[src/rtl/tfp_pkg.sv]
package tfp_pkg;

   // Characters of the frame header and trailer.
   localparam logic [7:0] CH_ZERO    = 8'h30;
   localparam logic [7:0] CH_ONE     = 8'h31;
   localparam logic [7:0] CH_FOUR    = 8'h34;
   localparam logic [7:0] CH_SPACE   = 8'h20;
   localparam logic [7:0] DIGIT_BASE = 8'd49;

   // Result status codes.
   localparam logic [1:0] ST_DATA        = 2'd0;
   localparam logic [1:0] ST_BAD_STATION = 2'd1;
   localparam logic [1:0] ST_BAD_HEADER  = 2'd2;
   localparam logic [1:0] ST_BAD_TRAIL   = 2'd3;

   // Depth of the command queue between the parser and the emitter.
   localparam int unsigned QUEUE_DEPTH = 2;

   // Parser phases.
   typedef enum logic [2:0] {
      PH_HUNT    = 3'd0,
      PH_STATION = 3'd1,
      PH_SPACE   = 3'd2,
      PH_PAYLOAD = 3'd3,
      PH_CLOSE   = 3'd4
   } phase_type;

   // One command for the emitter: an error result, or a whole frame in a bank.
   typedef struct packed {
      logic [1:0] status;
      logic [1:0] station;
      logic       bank;
   } cmd_type;

   // Release of a payload bank once its last word has left the store.
   typedef struct packed {
      logic valid;
      logic bank;
   } rel_type;

endpackage

[src/rtl/tfp_front.sv]
module tfp_front #(
   parameter int unsigned WORDS = 7,
   parameter int unsigned IDX_W = 3
) (
   input  logic                 clock,
   input  logic                 reset,
   input  logic                 req_valid,
   output logic                 req_ready,
   input  logic [7:0]           req_rx_byte,
   input  logic                 q_ready,
   output logic                 q_push,
   output tfp_pkg::cmd_type     q_cmd,
   input  tfp_pkg::rel_type     rel,
   input  logic                 rd_bank,
   input  logic [IDX_W-1:0]     rd_idx,
   output logic [31:0]          rd_data
);

   tfp_pkg::phase_type phase_ff, phase_in;
   logic [1:0]         station_ff, station_in;
   logic               bank_ff, bank_in;
   logic [1:0]         byte_sel_ff, byte_sel_in;
   logic [IDX_W-1:0]   widx_ff, widx_in;
   logic [31:0]        word_ff, word_in;
   logic [1:0]         busy_ff, busy_in;
   logic [31:0]        store_ff [2][WORDS];
   logic               wr_en;
   logic               accept;
   logic [7:0]         digit_diff;
   logic [1:0]         set_mask, clr_mask;

   // A payload byte may only land in a bank that the emitter has released.
   assign req_ready = q_ready &&
                      !(phase_ff == tfp_pkg::PH_PAYLOAD && busy_ff[bank_ff]);
   assign accept     = req_valid && req_ready;
   assign digit_diff = req_rx_byte - tfp_pkg::DIGIT_BASE;

   // Phase decoding of each accepted beat.
   always_comb begin
      phase_in    = phase_ff;
      station_in  = station_ff;
      bank_in     = bank_ff;
      byte_sel_in = byte_sel_ff;
      widx_in     = widx_ff;
      word_in     = word_ff;
      wr_en       = 1'b0;
      set_mask    = 2'b00;
      q_push      = 1'b0;
      q_cmd       = '{status: tfp_pkg::ST_DATA, station: station_ff, bank: bank_ff};
      if (accept) begin
         unique case (phase_ff)
            tfp_pkg::PH_HUNT: begin
               if (req_rx_byte == tfp_pkg::CH_ZERO) begin
                  phase_in = tfp_pkg::PH_STATION;
               end
            end
            tfp_pkg::PH_STATION: begin
               if (req_rx_byte >= tfp_pkg::CH_ONE && req_rx_byte <= tfp_pkg::CH_FOUR) begin
                  station_in = digit_diff[1:0];
                  phase_in   = tfp_pkg::PH_SPACE;
               end else begin
                  q_push        = 1'b1;
                  q_cmd.status  = tfp_pkg::ST_BAD_STATION;
                  q_cmd.station = 2'd0;
                  phase_in      = tfp_pkg::PH_HUNT;
               end
            end
            tfp_pkg::PH_SPACE: begin
               if (req_rx_byte == tfp_pkg::CH_SPACE) begin
                  byte_sel_in = 2'd0;
                  widx_in     = '0;
                  phase_in    = tfp_pkg::PH_PAYLOAD;
               end else begin
                  q_push       = 1'b1;
                  q_cmd.status = tfp_pkg::ST_BAD_HEADER;
                  phase_in     = tfp_pkg::PH_HUNT;
               end
            end
            tfp_pkg::PH_PAYLOAD: begin
               // Bytes shift in from the top so the first one ends up lowest.
               word_in     = {req_rx_byte, word_ff[31:8]};
               byte_sel_in = byte_sel_ff + 2'd1;
               if (byte_sel_ff == 2'd3) begin
                  wr_en   = 1'b1;
                  widx_in = widx_ff + IDX_W'(1);
                  if (widx_ff == IDX_W'(WORDS - 1)) begin
                     phase_in = tfp_pkg::PH_CLOSE;
                  end
               end
            end
            tfp_pkg::PH_CLOSE: begin
               q_push = 1'b1;
               if (req_rx_byte == tfp_pkg::CH_SPACE) begin
                  q_cmd.status = tfp_pkg::ST_DATA;
                  set_mask     = 2'b01 << bank_ff;
                  bank_in      = ~bank_ff;
               end else begin
                  q_cmd.status = tfp_pkg::ST_BAD_TRAIL;
               end
               phase_in = tfp_pkg::PH_HUNT;
            end
            default: begin
               phase_in = tfp_pkg::PH_HUNT;
            end
         endcase
      end
   end

   // Bank occupancy: set when a frame is queued, cleared when it is drained.
   always_comb begin
      clr_mask = rel.valid ? (2'b01 << rel.bank) : 2'b00;
      busy_in  = (busy_ff & ~clr_mask) | set_mask;
   end

   // Control registers.
   always_ff @(posedge clock) begin
      if (reset) begin
         phase_ff   <= tfp_pkg::PH_HUNT;
         station_ff <= 2'd0;
         bank_ff    <= 1'b0;
         busy_ff    <= 2'b00;
      end else begin
         phase_ff   <= phase_in;
         station_ff <= station_in;
         bank_ff    <= bank_in;
         busy_ff    <= busy_in;
      end
   end

   // Payload assembly registers.
   always_ff @(posedge clock) begin
      byte_sel_ff <= byte_sel_in;
      widx_ff     <= widx_in;
      word_ff     <= word_in;
   end

   // Two-bank word store, one bank filling while the other drains.
   always_ff @(posedge clock) begin
      if (wr_en) begin
         store_ff[bank_ff][widx_ff] <= {req_rx_byte, word_ff[31:8]};
      end
   end

   assign rd_data = store_ff[rd_bank][rd_idx];

endmodule

[src/rtl/tfp_queue.sv]
module tfp_queue (
   input  logic             clock,
   input  logic             reset,
   input  logic             push,
   input  tfp_pkg::cmd_type push_cmd,
   output logic             push_ready,
   input  logic             pop,
   output logic             head_valid,
   output tfp_pkg::cmd_type head_cmd
);

   localparam int unsigned PTR_W = (tfp_pkg::QUEUE_DEPTH > 1) ?
                                   $clog2(tfp_pkg::QUEUE_DEPTH) : 1;
   localparam int unsigned CNT_W = $clog2(tfp_pkg::QUEUE_DEPTH + 1);

   tfp_pkg::cmd_type entry_ff [tfp_pkg::QUEUE_DEPTH];
   logic [PTR_W-1:0] wr_ptr_ff, wr_ptr_in;
   logic [PTR_W-1:0] rd_ptr_ff, rd_ptr_in;
   logic [CNT_W-1:0] count_ff, count_in;
   logic             do_push, do_pop;

   assign push_ready = count_ff < CNT_W'(tfp_pkg::QUEUE_DEPTH);
   assign head_valid = count_ff != '0;
   assign head_cmd   = entry_ff[rd_ptr_ff];
   assign do_push    = push && push_ready;
   assign do_pop     = pop && head_valid;

   // Pointer and fill level update with wrap at the queue depth.
   always_comb begin
      wr_ptr_in = wr_ptr_ff;
      rd_ptr_in = rd_ptr_ff;
      count_in  = count_ff;
      if (do_push) begin
         wr_ptr_in = (wr_ptr_ff == PTR_W'(tfp_pkg::QUEUE_DEPTH - 1)) ? '0 :
                     wr_ptr_ff + PTR_W'(1);
      end
      if (do_pop) begin
         rd_ptr_in = (rd_ptr_ff == PTR_W'(tfp_pkg::QUEUE_DEPTH - 1)) ? '0 :
                     rd_ptr_ff + PTR_W'(1);
      end
      case ({do_push, do_pop})
         2'b10:   count_in = count_ff + CNT_W'(1);
         2'b01:   count_in = count_ff - CNT_W'(1);
         default: count_in = count_ff;
      endcase
   end

   always_ff @(posedge clock) begin
      if (reset) begin
         wr_ptr_ff <= '0;
         rd_ptr_ff <= '0;
         count_ff  <= '0;
      end else begin
         wr_ptr_ff <= wr_ptr_in;
         rd_ptr_ff <= rd_ptr_in;
         count_ff  <= count_in;
      end
   end

   // Entry storage.
   always_ff @(posedge clock) begin
      if (do_push) begin
         entry_ff[wr_ptr_ff] <= push_cmd;
      end
   end

endmodule

[src/rtl/tfp_back.sv]
module tfp_back #(
   parameter int unsigned WORDS = 7,
   parameter int unsigned IDX_W = 3
) (
   input  logic             clock,
   input  logic             reset,
   input  logic             head_valid,
   input  tfp_pkg::cmd_type head_cmd,
   output logic             pop,
   output tfp_pkg::rel_type rel,
   output logic             rd_bank,
   output logic [IDX_W-1:0] rd_idx,
   input  logic [31:0]      rd_data,
   output logic             rsp_valid,
   input  logic             rsp_ready,
   output logic [1:0]       rsp_status,
   output logic [1:0]       rsp_station,
   output logic [2:0]       rsp_word_index,
   output logic [31:0]      rsp_word_value,
   output logic             rsp_last
);

   logic [IDX_W-1:0] cnt_ff, cnt_in;
   logic             valid_ff, valid_in;
   logic [1:0]       status_ff, station_ff;
   logic [2:0]       index_ff;
   logic [31:0]      value_ff;
   logic             last_ff;
   logic             load, is_err, last_word;
   logic [IDX_W+2:0] cnt_ext;

   // A result is loaded whenever the output beat is empty or being taken.
   assign load      = head_valid && (!valid_ff || rsp_ready);
   assign is_err    = head_cmd.status != tfp_pkg::ST_DATA;
   assign last_word = cnt_ff == IDX_W'(WORDS - 1);
   assign pop       = load && (is_err || last_word);
   assign rel.valid = load && !is_err && last_word;
   assign rel.bank  = head_cmd.bank;
   assign rd_bank   = head_cmd.bank;
   assign rd_idx    = cnt_ff;
   assign cnt_ext   = {3'b000, cnt_ff};

   always_comb begin
      cnt_in   = cnt_ff;
      valid_in = valid_ff;
      if (rsp_ready) begin
         valid_in = 1'b0;
      end
      if (load) begin
         valid_in = 1'b1;
         if (!is_err) begin
            cnt_in = last_word ? '0 : cnt_ff + IDX_W'(1);
         end
      end
   end

   always_ff @(posedge clock) begin
      if (reset) begin
         cnt_ff   <= '0;
         valid_ff <= 1'b0;
      end else begin
         cnt_ff   <= cnt_in;
         valid_ff <= valid_in;
      end
   end

   // Output beat register.
   always_ff @(posedge clock) begin
      if (load) begin
         status_ff  <= head_cmd.status;
         station_ff <= head_cmd.station;
         if (is_err) begin
            index_ff <= 3'd0;
            value_ff <= 32'd0;
            last_ff  <= 1'b1;
         end else begin
            index_ff <= cnt_ext[2:0];
            value_ff <= rd_data;
            last_ff  <= last_word;
         end
      end
   end

   assign rsp_valid      = valid_ff;
   assign rsp_status     = status_ff;
   assign rsp_station    = station_ff;
   assign rsp_word_index = index_ff;
   assign rsp_word_value = value_ff;
   assign rsp_last       = last_ff;

endmodule

[src/rtl/tracker_frame_parser.sv]
// Frame parser for a motion tracker's serial stream. One received byte is
// taken per cycle: the parser hunts for '0', checks a station digit '1'..'4'
// and a space, packs the payload bytes little endian into 32-bit words and
// checks the closing space. A good frame yields WORDS_PER_FRAME result beats,
// one per cycle while rsp_ready is high, tagged with the station and marked
// last on the final word; a bad digit or separator yields a single error beat
// with last set, and hunting resumes. Input throughput is one byte per cycle
// with two causes of stall: the payload store has two banks, so a new frame's
// payload bytes stall while both banks hold frames that have not yet been
// drained, and any byte stalls while the two-entry command queue between the
// parser and the result emitter is full. The result beat is registered.
module tracker_frame_parser #(
   parameter int unsigned WORDS_PER_FRAME = 7
) (
   input  logic        clock,
   input  logic        reset,
   input  logic        req_valid,
   output logic        req_ready,
   input  logic [7:0]  req_rx_byte,
   output logic        rsp_valid,
   input  logic        rsp_ready,
   output logic [1:0]  rsp_status,
   output logic [1:0]  rsp_station,
   output logic [2:0]  rsp_word_index,
   output logic [31:0] rsp_word_value,
   output logic        rsp_last
);

   localparam int unsigned IDX_W = (WORDS_PER_FRAME > 1) ? $clog2(WORDS_PER_FRAME) : 1;

   logic             q_push, q_ready, q_pop, q_head_valid;
   tfp_pkg::cmd_type q_cmd, q_head;
   tfp_pkg::rel_type rel;
   logic             rd_bank;
   logic [IDX_W-1:0] rd_idx;
   logic [31:0]      rd_data;

   // Byte parser and payload store.
   tfp_front #(
      .WORDS (WORDS_PER_FRAME),
      .IDX_W (IDX_W)
   ) u_front (
      .clock       (clock),
      .reset       (reset),
      .req_valid   (req_valid),
      .req_ready   (req_ready),
      .req_rx_byte (req_rx_byte),
      .q_ready     (q_ready),
      .q_push      (q_push),
      .q_cmd       (q_cmd),
      .rel         (rel),
      .rd_bank     (rd_bank),
      .rd_idx      (rd_idx),
      .rd_data     (rd_data)
   );

   // Command queue between parser and emitter.
   tfp_queue u_queue (
      .clock      (clock),
      .reset      (reset),
      .push       (q_push),
      .push_cmd   (q_cmd),
      .push_ready (q_ready),
      .pop        (q_pop),
      .head_valid (q_head_valid),
      .head_cmd   (q_head)
   );

   // Result emitter.
   tfp_back #(
      .WORDS (WORDS_PER_FRAME),
      .IDX_W (IDX_W)
   ) u_back (
      .clock          (clock),
      .reset          (reset),
      .head_valid     (q_head_valid),
      .head_cmd       (q_head),
      .pop            (q_pop),
      .rel            (rel),
      .rd_bank        (rd_bank),
      .rd_idx         (rd_idx),
      .rd_data        (rd_data),
      .rsp_valid      (rsp_valid),
      .rsp_ready      (rsp_ready),
      .rsp_status     (rsp_status),
      .rsp_station    (rsp_station),
      .rsp_word_index (rsp_word_index),
      .rsp_word_value (rsp_word_value),
      .rsp_last       (rsp_last)
   );

endmodule
[config.mk]
export PLATFORM = sky130hd
export DESIGN_NAME = tracker_frame_parser
export DESIGN_NICKNAME = d
export VERILOG_FILES = /design/src/rtl/tfp_pkg.sv /design/src/rtl/tfp_front.sv /design/src/rtl/tfp_queue.sv /design/src/rtl/tfp_back.sv /design/src/rtl/tracker_frame_parser.sv
export SDC_FILE = /design/constraint.sdc
export NUM_CORES = 1
export LEC_CHECK = 0
export BUFFER_PORTS_ARGS = -buffer_cell sky130_fd_sc_hd__buf_2
export CORE_ASPECT_RATIO = 1.4
export CORE_MARGIN = 3
export CORE_UTILIZATION = 50
export DETAILED_ROUTE_END_ITERATION = 8
export PLACE_DENSITY = 0.72
export SYNTH_ARGS = -nofsm -noshare
export SYNTH_HDL_FRONTEND = slang
export SYNTH_SLANG_ARGS = --single-unit
[constraint.sdc]
create_clock -name clock -period 6.6 [get_ports clock]
set_input_delay 1.32 -clock clock [delete_from_list [all_inputs] [get_ports clock]]
set_output_delay 1.32 -clock clock [all_outputs]
set_load 0.05 [all_outputs]
Word-level counts from Yosys, hierarchy flattened
Memory sizes are Yosys's and may differ from the RTL's. A register that Yosys moved wholly into a read port is not among the register bits.
Cells that the tools add are included.
Cells by class
  add/subtract/negate cells: 8
  magnitude comparators: 7
  eq/ne operators: 15
  shift operators: 2
  muxes and demuxes: 47
  bitwise logic cells: 7
  reductions and logical operators: 29
Operator list (count)
  $mux 224: 1
  $bmux 32 s3: 1
  $demux 32 s3: 1
  $mux 32: 3
  $mux 3: 7
  $mux 2: 10
  $mux 1: 17
  $eq 8x6->1 const B: 2
  $pmux 3 s4: 1
  $logic_and 1x1->1: 11
  $reduce_bool 2->1: 5
  $eq 3x3->1 const B: 3
  $reduce_and 3->1: 3
  $ge 4x4->1 const B: 2
  $ge 8x6->1 const B: 1
  $le 8x6->1 const B: 1
  $not 3->4: 2
  $pmux 2 s2: 2
  $reduce_and 4->1: 2
  $add 3x1->3 const B: 2
  $eq 3x2->1 const B: 2
  $pmux 2 s3: 1
  $pmux 3 s2: 1
  $add 2x1->2 const B: 2
  other kinds (21): 32
Word-level totals
  flip-flop bits (word level): 93
  memory bits (writable): 458
  logic and storage cells: 134
  memories kept: 2
Memory list
  u_front.store_ff: depth 2, bits a word 224, read ports 1, clocked after Yosys merged registers in 0, wr ports 1, line tfp_front.sv:26  | logic [31:0] store_ff [2][WORDS];
  u_queue.entry_ff: depth 2, bits a word 5, read ports 1, clocked after Yosys merged registers in 1, wr ports 1, line tfp_queue.sv:16  | tfp_pkg::cmd_type entry_ff [tfp_pkg::QUEUE_DEPTH];

Logic depth before layout (Yosys ltp)
  word-level depth: 10
  mapped depth: 9
  depth with buffers taken out: 9

Hierarchy
Synthesis repeated with hierarchy kept, for this count alone.
Second synthesis, totals
  cell total of the unflattened synthesis: 1059
  area total of the unflattened synthesis: 20893.8 um^2
Modules (own cells, without submodules)
  tfp_front: instances 1, cells each 914, area each 18635.4 um^2
  tfp_back: instances 1, cells each 107, area each 1689.1 um^2
  tfp_queue: instances 1, cells each 38, area each 569.3 um^2

Worst setup path before layout
Ideal clock, no wire load.
  kind: input to register
  from: input port req_valid
  to: memory u_front.store_ff[1][192] (netlist name), enable pin
  library setup time: 0.461 ns
  data arrival time: 4.626 ns
  data required time: 6.139 ns
  setup slack: 1.513 ns
  stages on the path: 4
  path buffers: 0
  path through: nor2b_1 -> nand3_1 -> or4b_2 -> nor3_1
On the way
  cells in the longest elaborated chain, start to end: 4
RTL lines
  from (decl): line tracker_frame_parser.sv:17  | input logic req_valid,
  $logic_and 1x1->1: line tfp_front.sv:35  | assign accept = req_valid && req_ready;
  $mux 1: line tfp_front.sv:50  | if (accept) begin
  $mux 1: line tfp_front.sv:139  | if (wr_en) begin
  $mux 224 (implied by the code): line tfp_front.sv:140  | store_ff[bank_ff][widx_ff] <= {req_rx_byte, word_ff[31:8]};
  to (decl): line tfp_front.sv:26
Every way passes these cells.

Final worst setup path
  from: input port req_valid
  to: memory u_front.store_ff[1][47] (netlist name), enable pin
The elaborated chain is that of the path after synthesis.

==> results.json <==
{
  "n_antenna_cell": 0,
  "drt_iter0_drc": 938,
  "fin_crit_sh": 0.534,
  "ys_async_sr_fraction": 0,
  "sequentialPowerShare": 0.589,
  "seq_area_um2": 16200,
  "worst_pin_slew_ns": 1.26,
  "cp_max_fo": 32,
  "synthCells": 1015,
  "start_util": 0.510,
  "synth_flop_cell": "edfxtp_1",
  "pre_cts_slack_ns": 2.50,
  "grt_pass1_wl_um": 61900,
  "gp_congestion": 0.788,
  "peakVddDrop_mv": 0.237,
  "cts_resized": 0,
  "setup_ws_ns": 3.07,
  "die_y_um": 247,
  "post_cts_buffers": 0,
  "maxCapViolations": 0,
  "htreeDepth": 2,
  "synth-seq-cells": 544,
  "status": "completed",
  "rsz0062_at_grt": "no",
  "first_pass_iters": 5,
  "io_pins": 54,
  "setup-tns-final_ns": 0,
  "crit_arrival_ns": 3.69,
  "nets": 1108,
  "timing.critical_path.from": "req_valid",
  "die_w_um": 178,
  "swShare": 0.189,
  "cp.required_ns": 6.77,
  "min_period_ns": 3.53,
  "hold_viol": 0,
  "worst_skew_pair.late_latency_ns": 0.57,
  "nFillCells": 2992,
  "hp-class": "flop to flop",
  "dieArea_um2": 43800,
  "dp_cells": 1573,
  "cts-root-buf": "clkbuf_16",
  "worstSetupEndpointType": "flop",
  "synth_nets": 1034,
  "grt_pass1_vias": 10500,
  "power_density_nw_per_um2": 275,
  "internal-power_uw": 5150,
  "layout-drive-gt1-share": 0.242,
  "crit_type": "input port to flop",
  "cts_buffers": 48,
  "whs_ns": 0.511,
  "timing.fmax_mhz": 284,
  "critPathLaunchType": "input port",
  "drv_slew": 0,
  "drtAntennaViolNets": 0,
  "core_um2": 40500,
  "p_leak_uw": 0.00727,
  "cts_hold_buf": 0,
  "grt_max_degree": 48,
  "maxSlewHeadroom": 0.161,
  "tritoncts": "done",
  "setup_violations": 0,
  "grt_usage": 0.188,
  "rows": 87,
  "yosys_warnings": 0,
  "viasPerCell": 5.84,
  "min_from": "u_front.busy_ff[1]",
  "clockPowerShare": 0.406,
  "clock_sinks": 544,
  "syn_avg_cell_area_um2": 20.4,
  "syn-cell-area_um2": 20700,
  "num_vias": 9691,
  "comb_power_share": 0.005,
  "avgRoutedWirePerCell_um": 24.0,
  "clk_pin_slew_ns": 0.06,
  "power_switching_uw": 1200,
  "overflow": 0,
  "final_util": 0.570,
  "antenna_found_initial": 1,
  "clock_skew_ns": 0.0195,
  "synth_edf_count": 527,
  "dp_hpwl_um": 22700,
  "ys_seq_area_frac": 0.783,
  "clockBufferDepth": 3,
  "drc": 0,
  "area_growth_pct": 11.6,
  "synthDistinctLibCells": 46,
  "port_buffers": 53,
  "final_cells": 1660,
  "multi_input_area_um2": 4380,
  "drt-total-wl_um": 39900
}
==> synthesized netlist by cell type (4+ instances only) <==
master / count / share of area
buf_4: 9 / 0.0033
dfxtp_1: 17 / 0.016
xnor2_1: 4 / 0.0017
or4b_2: 4 / 0.0019
o31ai_1: 4 / 0.0015
nand2_1: 101 / 0.018
inv_1: 7 / 0.0013
edfxtp_1: 527 / 0.77
nor3b_1: 4 / 0.0015
mux2_2: 9 / 0.0049
nor3_1: 9 / 0.0022
nor2b_1: 9 / 0.0027
nand2b_1: 8 / 0.0024
mux2i_1: 34 / 0.016
mux4_2: 96 / 0.10
o21ai_0: 5 / 0.0012
a21oi_1: 14 / 0.0034
nor2_1: 31 / 0.0056
ha_1: 7 / 0.0042
o2111ai_1: 33 / 0.014
or3b_2: 7 / 0.0030
nand3b_1: 4 / 0.0015
clkbuf_1: 19 / 0.0035
buf_2: 14 / 0.0034
==> per-layer routing <==
layer	wire (um)	vias up	global-route usage
li1	-	4281	-
met1	15200	5067	0.229
met2	21500	260	0.339
met3	1840	81	0.0315
met4	1290	2	0.0659
met5	17	-	0
==> kinds of logic (layout without fill, tap and decap cells) <==
logic type | count (synthesis) | in the layout | synth area share
and+or+nand+nor | 198 | 198 | 0.0463
adders and majority gates | 7 | 7 | 0.00424
DFF | 544 | 544 | 0.783
buffers and inverters | 53 | 164 | 0.0128
AOI/OAI and AO/OA | 68 | 68 | 0.0252
muxes | 140 | 140 | 0.127
xor gates and xnor gates | 5 | 5 | 0.00212
==> power by group through the flow <==
| stage | clock [uW] | combinational, uW | sequential (uW) |
|---|---|---|---|
| finish | 2580 | 31.8 | 3740 |
| floorplan | 0 | 11.8 | 3820 |
| detailed placement | 0 | 32.1 | 3820 |
| CTS | 2630 | 32.3 | 3740 |
| global placement | 0 | 30.1 | 3820 |
| global route | 2770 | 35.4 | 3740 |
==> path summary, 6_finish.rpt <==
check	to	slack [ns]	depth (start not counted)
setup / recovery	u_front.store_ff[1][47]	3.07	5
hold / removal	u_front.busy_ff[1]	0.51	2
setup reg to reg	u_back.rsp_word_value[29]	3.36	5
hold reg to reg	u_front.busy_ff[1]	0.51	2
==> worst max-delay path: stages <==
cell	delay (ns)
buf_2	0.09
nor2b_1	0.33
nand3_1	0.20
or4b_2	0.75
nor2_4	0.98
==> final cells by class <==
class	instances	area share
Tap cell	534	0.0290
Sequential cell	544	0.701
Clock buffer	62	0.0553
Timing Repair Buffer	70	0.0170
Multi-Input combinational cell	418	0.190
Clock inverter	25	0.00656
Inverter	7	0.00114
==> sequential cells by signal, summed over array words and instances, names as in the netlist, named ones only <==
| name | flops |
|---|---|
| u_queue.entry_ff | 10 |
| u_front.busy_ff | 2 |
| u_back.rsp_word_index | 3 |
| u_queue.rd_ptr_ff | 1 |
| u_front.store_ff | 448 |
| u_back.rsp_status | 2 |
| u_front.bank_ff | 1 |
| u_front.byte_sel_ff | 2 |
| u_queue.count_ff | 2 |
| u_back.rsp_last | 1 |
| u_back.rd_idx | 3 |
| u_front.phase_ff | 3 |
| u_back.rsp_station | 2 |
| u_front.widx_ff | 3 |
| u_back.rsp_word_value | 32 |
| u_queue.wr_ptr_ff | 1 |
| u_front.word_ff | 24 |
| u_back.rsp_valid | 1 |
| u_front.station_ff | 2 |
==> through the flow <==
step           cell area (um^2)  total power (uW)
3_3_place_gp              21600              3850
6_report                  23100              6350
4_1_cts                   23100              6400
2_1_floorplan             20700              3830
5_1_grt                   23100              6540
3_5_place_dp              21600              3850
==> cell usage in the layout (no fill, tap or decap), drive strengths merged, types with 3 or more instances in the layout <==
cell,count
a21oi,14
clkbuf,62
mux2,10
edfxtp,527
or3b,7
nand2,101
nand3,3
mux2i,34
and2,3
or3,3
nor2,31
nand2b,8
inv,7
nand3b,4
o31ai,4
xnor2,4
o21ai,5
a211oi,4
or4,3
buf,70
mux4,96
ha,7
nor3b,4
nor3,9
o2111ai,33
nor2b,9
dfxtp,17
clkinv,22
or4b,4
Power figures use the tool's default switching activity.
